===== config.mk =====
export PLATFORM = sky130hd
export DESIGN_NAME = q2e_isqrt
export DESIGN_NICKNAME = d
export VERILOG_FILES = /design/src/rtl/core/q2e_isqrt.sv
export SDC_FILE = /design/constraint.sdc
export NUM_CORES = 2
export LEC_CHECK = 0
export BUFFER_PORTS_ARGS = -buffer_cell sky130_fd_sc_hd__buf_4
export CORE_UTILIZATION = 55
export CTS_CLUSTER_SIZE = 24
export DETAILED_ROUTE_END_ITERATION = 6
export GPL_TIMING_DRIVEN = 1
export PLACE_DENSITY = 0.68
export SYNTH_ARGS = -nofsm -noshare
export SYNTH_HDL_FRONTEND = slang
export SYNTH_SLANG_ARGS = --single-unit

===== constraint.sdc =====
create_clock -name clk -period 6.6 [get_ports clk]
set_input_delay 0.33 -clock clk [delete_from_list [all_inputs] [get_ports clk]]
set_output_delay 0.33 -clock clk [all_outputs]
set_load 0.03 [all_outputs]

===== src/rtl/core/q2e_isqrt.sv =====
// Pipelined restoring integer square root, one result bit per stage.
`default_nettype none
module q2e_isqrt (
  input  wire logic        clk,
  input  wire logic        en,
  input  wire logic [61:0] n,
  output logic      [30:0] root
);
  localparam int NB = 31;
  logic [63:0] rem [NB+1];
  logic [31:0] res [NB+1];

  assign rem[0] = {2'b00, n};
  assign res[0] = '0;

  for (genvar k = 0; k < NB; k++) begin : g_st
    logic [63:0] rnx, trial;
    logic [31:0] qnx;
    always_comb begin
      trial = {res[k], 2'b01} << (2 * (NB - 1 - k));
      if (rem[k] >= trial) begin
        rnx = rem[k] - trial;
        qnx = {res[k][30:0], 1'b1};
      end else begin
        rnx = rem[k];
        qnx = {res[k][30:0], 1'b0};
      end
    end
    always_ff @(posedge clk) begin
      if (en) begin
        rem[k+1] <= rnx;
        res[k+1] <= qnx;
      end
    end
  end

  assign root = res[NB][30:0];
endmodule
`default_nettype wire


==> results by stage <==
Status:
- The flow ran to the end, and the final reports show no timing, DRC or antenna violations.

Min path:
- The worst hold path belongs to the class in -> reg.
- The hold path startpoint is n[40].

Timing:
- Measured against its own limit, the worst slew margin works out to 0.0721.
- The timing-limited maximum frequency is 182 MHz.
- The worst clock skew is 0.0674 ns.
- Setup repair after global routing left no endpoint under its margin.
- The number of pins exceeding their max-slew limit in the final report is 0.
- Of the available clock period, the critical path in the final layout requires 0.832.
- Setup total negative slack on the finished layout was measured at 0 ns.
- For the pin with the worst max-slew slack, the measured transition is 1.38 ns.
- The final number of hold-violating endpoints is 0.
- Counting I/O delays and the setup requirement, the final critical path takes ~5.5 ns.
- The worst-case setup margin in the final layout is about 1.1 ns.
- Final hold analysis gives a worst-case slack of around 0.14 ns.
- Setup violations remaining at the end of the flow were counted as 0.

Route:
- Before antenna repair, the detailed router went through 6 iterations.
- The number of vias per cell is 5.93.
- Once detail routing completed, the nets flagged for antenna violations numbered 0.
- The via total after detailed routing is about 74000.
- The wire length per cell is ~22 um.
- The first-iteration detailed-routing DRC count is 6675.
- After detailed routing, the total wire length is approximately 270000 um.
- The DRC violation count after routing is 0.

Setup path:
- The number of buffers and inverters on the critical path is 1.
- The setup path with the least slack is of type reg -> reg.
- The kind of start point of the critical path is a register.
- The worst setup path is captured at a register.
- For this design, the slowest cell found on the critical path is nor4_1.
- Walking the worst path, the cells encountered are nor4_1 -> nand4_1 -> nor4_1 -> nor4_1 -> o21a_1 -> inv_2 -> and4b_1 -> nand4b_1 -> xnor2_1.
- In this run the worst setup path begins at rem[228].
- The launch instance of the worst register-to-register path is rem[228].
- The worst-path maximum fanout is 55.
- The arrival time at the worst endpoint is about 6.1 ns.
- The cell that appears most often on the critical path is nor4_1.
- The maximum cell stage delay along the critical path is 1.05 ns.
- In this design, the largest share of critical-path delay is due to simple AND/OR/NAND/NOR gates.
- For the worst setup path, the data required time is between 7 and 8 ns.

Placement:
- The number of buffer cells added on primary ports is 94.
- The final estimated routing congestion in global placement is roughly 0.93.
- The worst setup slack after placement is between 1 and 1.5 ns.
- The HPWL after detailed placement is about 200000 um.

CTS:
- After clock tree synthesis, the clock-pin slew on the worst setup and hold paths is 0.06 ns.
- No sink is reached through more buffers than the 4 on the longest clock path.
- In this run the number of H-tree levels came out at 5.
- Buffers added to address setup during post-CTS repair amount to 0.
- Clock latency on the worst-skew pair, taken at its later pin, is ~0.92 ns.
- TritonCTS built the clock tree.
- The buffer cell driving the clock tree root is clkbuf_16.
- The number of clock buffers inserted by TritonCTS is 275.
- The clock sink count is approximately 2400.

Floorplan:
- The floorplan step defined a core boundary enclosing roughly 210000 um^2.
- For this design the top-level I/O count stands at 95.
- The area enclosed by the die boundary is 212000 um^2.
- The width of the die is roughly 460 um.
- The initial core utilization is 0.555.
- The floorplan has roughly 170 rows.
- The vertical die dimension is between 400 and 500 um.

Synthesis:
- The warning count from the yosys run is 0.
- The area fraction in and, or, nand and nor cells after synthesis is 0.122.
- The fraction of the mapped netlist area in adder cells is 0.0569.
- The proportion of synthesized area in mux cells is 0.00791.
- When the netlist entered floorplanning its net count stood at ~9700.
- The cell count after synthesis came out at between 9000 and 10000.
- In this run, distinct cell masters in the synthesized netlist total 91.
- The combinational family with the most area after synthesis is simple AND/OR/NAND/NOR gates.
- Of the total synthesized cell area, the portion taken by XOR and XNOR cells is 0.0668.
- The synthesized area is roughly 120000 um^2.
- The top cell type's share of synthesized area is 0.628.
- Counting flops with a built-in enable in the synthesized netlist gives about 2400.
- The per-instance average area after synthesis is approximately 13 um^2.
- Ranked by total cell area, the synthesized netlist is headed by edfxtp_1, ha_1, xnor2_1, xor2_1, a21oi_1.
- The area fraction in compound gates after synthesis came to 0.0910.
- In the synthesized netlist the dominant register cell turns out to be edfxtp_1.
- The top cell type by total area after synthesis is edfxtp_1.
- In the synthesized netlist the async set-or-reset flop fraction comes to 0.
- In this run, synthesis produced a sequential element count of between 2000 and 2500.
- The share of the Yosys chip area taken by registers is 0.628.

Power and ir drop:
- Power spread over the standard cell area amounts to between 300 and 400 nW/um^2.
- The worst vdd rail ir drop is approximately 0.3 mV.
- The static leakage power is just under 0.05 uW.
- Power comes to 44200 uW.

Global route:
- The first global-routing pass estimated 417000 um of wire.
- The number of global-route vias before repair is around 70000.
- The initial antenna violation count came to 16.
- The maximum number of pins on one net before global-route repair is between 150 and 200.
- The total overflow left after global routing is 0.
- The global routing usage summed across all routing layers is 0.255.

Cells and area:
- The layout has roughly 16000 filler cells.
- The number of nets in the layout is 10000.
- The fraction of final layout cells with drive strength greater than 1 is 0.0663.
- Compared with the post-synthesis result, the final layout area differs by 11.5%.

Job:
- The reported max-cap violation count is 0.
-- sequential cells by signal, summed over array words and instances (netlist names) --
name and cells:
rem 1919, root 31, g_st.trial 465
-- cells in the final DEF (no fill, tap or decap), types with 37 or more instances in the layout --
cell           instances
o21ai_0              359
clkbuf_16            282
clkinv_2              41
clkbuf_1              45
ha_1                 525
inv_1                627
and3_1                41
xor2_1               383
clkinv_1              50
o31ai_1               37
o21a_1                96
nor2_1               624
nand2_1              570
edfxtp_1            2415
nand3_1              149
nand4_1              158
xnor2_1              498
nor4_1               325
nand2b_1             100
o211ai_1              38
nor3_1               261
buf_4                128
a211oi_1              44
mux2_2                51
dlygate4sd3_1         64
o21bai_1              48
or3_1                 93
a21o_1               232
or4_1                 64
nor2b_1               77
a31oi_1               44
a21oi_1              590
-- synthesized netlist by cell type (all sizes together), types with 10 or more instances --
cell	n
a21boi	28
a21o	232
edfxtp	2415
nand3b	32
a2111oi	13
nand3	149
nand2b	100
and2	34
nor3b	28
nand4b	34
mux2	74
and3	41
o31ai	37
a31oi	45
a211oi	45
o21bai	48
a41oi	10
nor4	330
nor4b	34
o21a	96
and4	25
nor2	624
nand2	570
nor3	267
o21ai	380
xnor2	498
inv	631
o41ai	13
nand4	158
or4b	10
or2	32
a211o	14
clkbuf	164
a21oi	591
o211ai	39
or3	94
ha	525
o2111ai	12
or4	64
buf	33
nor2b	77
xor2	383
-- kinds of logic (layout without fill, tap and decap cells) --
group	Yosys count	after routing
xor+xnor	881	881
mux	82	82
other cells	0	3
fa+ha+maj	525	525
simple gates	2724	2724
flops	2415	2415
buf+inv	828	1310
compound gates	1696	1696
-- layout make-up --
class	count	area, um^2	share of cell area
clock inverter	143	1340	0.0104
inverter	631	2370	0.0184
timing repair buffer	209	1930	0.0150
sequential	2415	72500	0.563
antenna	3	7.51	0.0000583
tap	2788	3490	0.0271
clock buffer	327	7230	0.0561
multi-input combinational	5908	39800	0.310
-- per-layer routing --
metal  GRT usage  wire length [um]
met1       0.357            120000
met2       0.421            131000
met3      0.0323             15000
met4      0.0684              6710
met5           0                10
-- repair_timing --
| item | CTS | global route |
|---|---|---|
| resized for setup | 0 | 0 |
| endpoints found under the hold margin | 111 | 0 |
| hold buffers | 64 | 0 |
-- worst paths after layout --
kind / end / cells after the start / slack [ns]
worst max register to register: rem[185] / 9 / 1.11
worst min-delay path: rem[1960] / 2 / 0.14
worst max-delay path: rem[185] / 9 / 1.11
worst min register to register: g_st[27].trial[11] / 0 / 0.40
-- per-stage QoR --
step,utilization,cells,instance area [um^2]
after floorplan,-,9151,115000
after global placement,0.575,11900,120000
after detailed placement,0.575,11900,120000
after CTS,0.619,12400,129000
after global routing,0.619,12400,129000
final,0.619,12400,129000
-- worst register-to-register path, cell delays in order (launching register included) --
cell and delay, ns:
edfxtp_1 0.50, nor4_1 0.90, nand4_1 0.54, nor4_1 1.05
nor4_1 0.15, o21a_1 0.31, inv_2 0.79, and4b_1 0.63
nand4b_1 0.20, xnor2_1 0.17
-- report_power, final --
part | internal (uW) | leakage [uW] | total [uW] | switching [uW]
Sequential | 19300 | 0.0232 | 20900 | 1530
Combinational | 3520 | 0.0208 | 8660 | 5140
Clock | 8720 | 0.00415 | 14700 | 5970
Note: power is estimated with default switching activity, not from simulation.
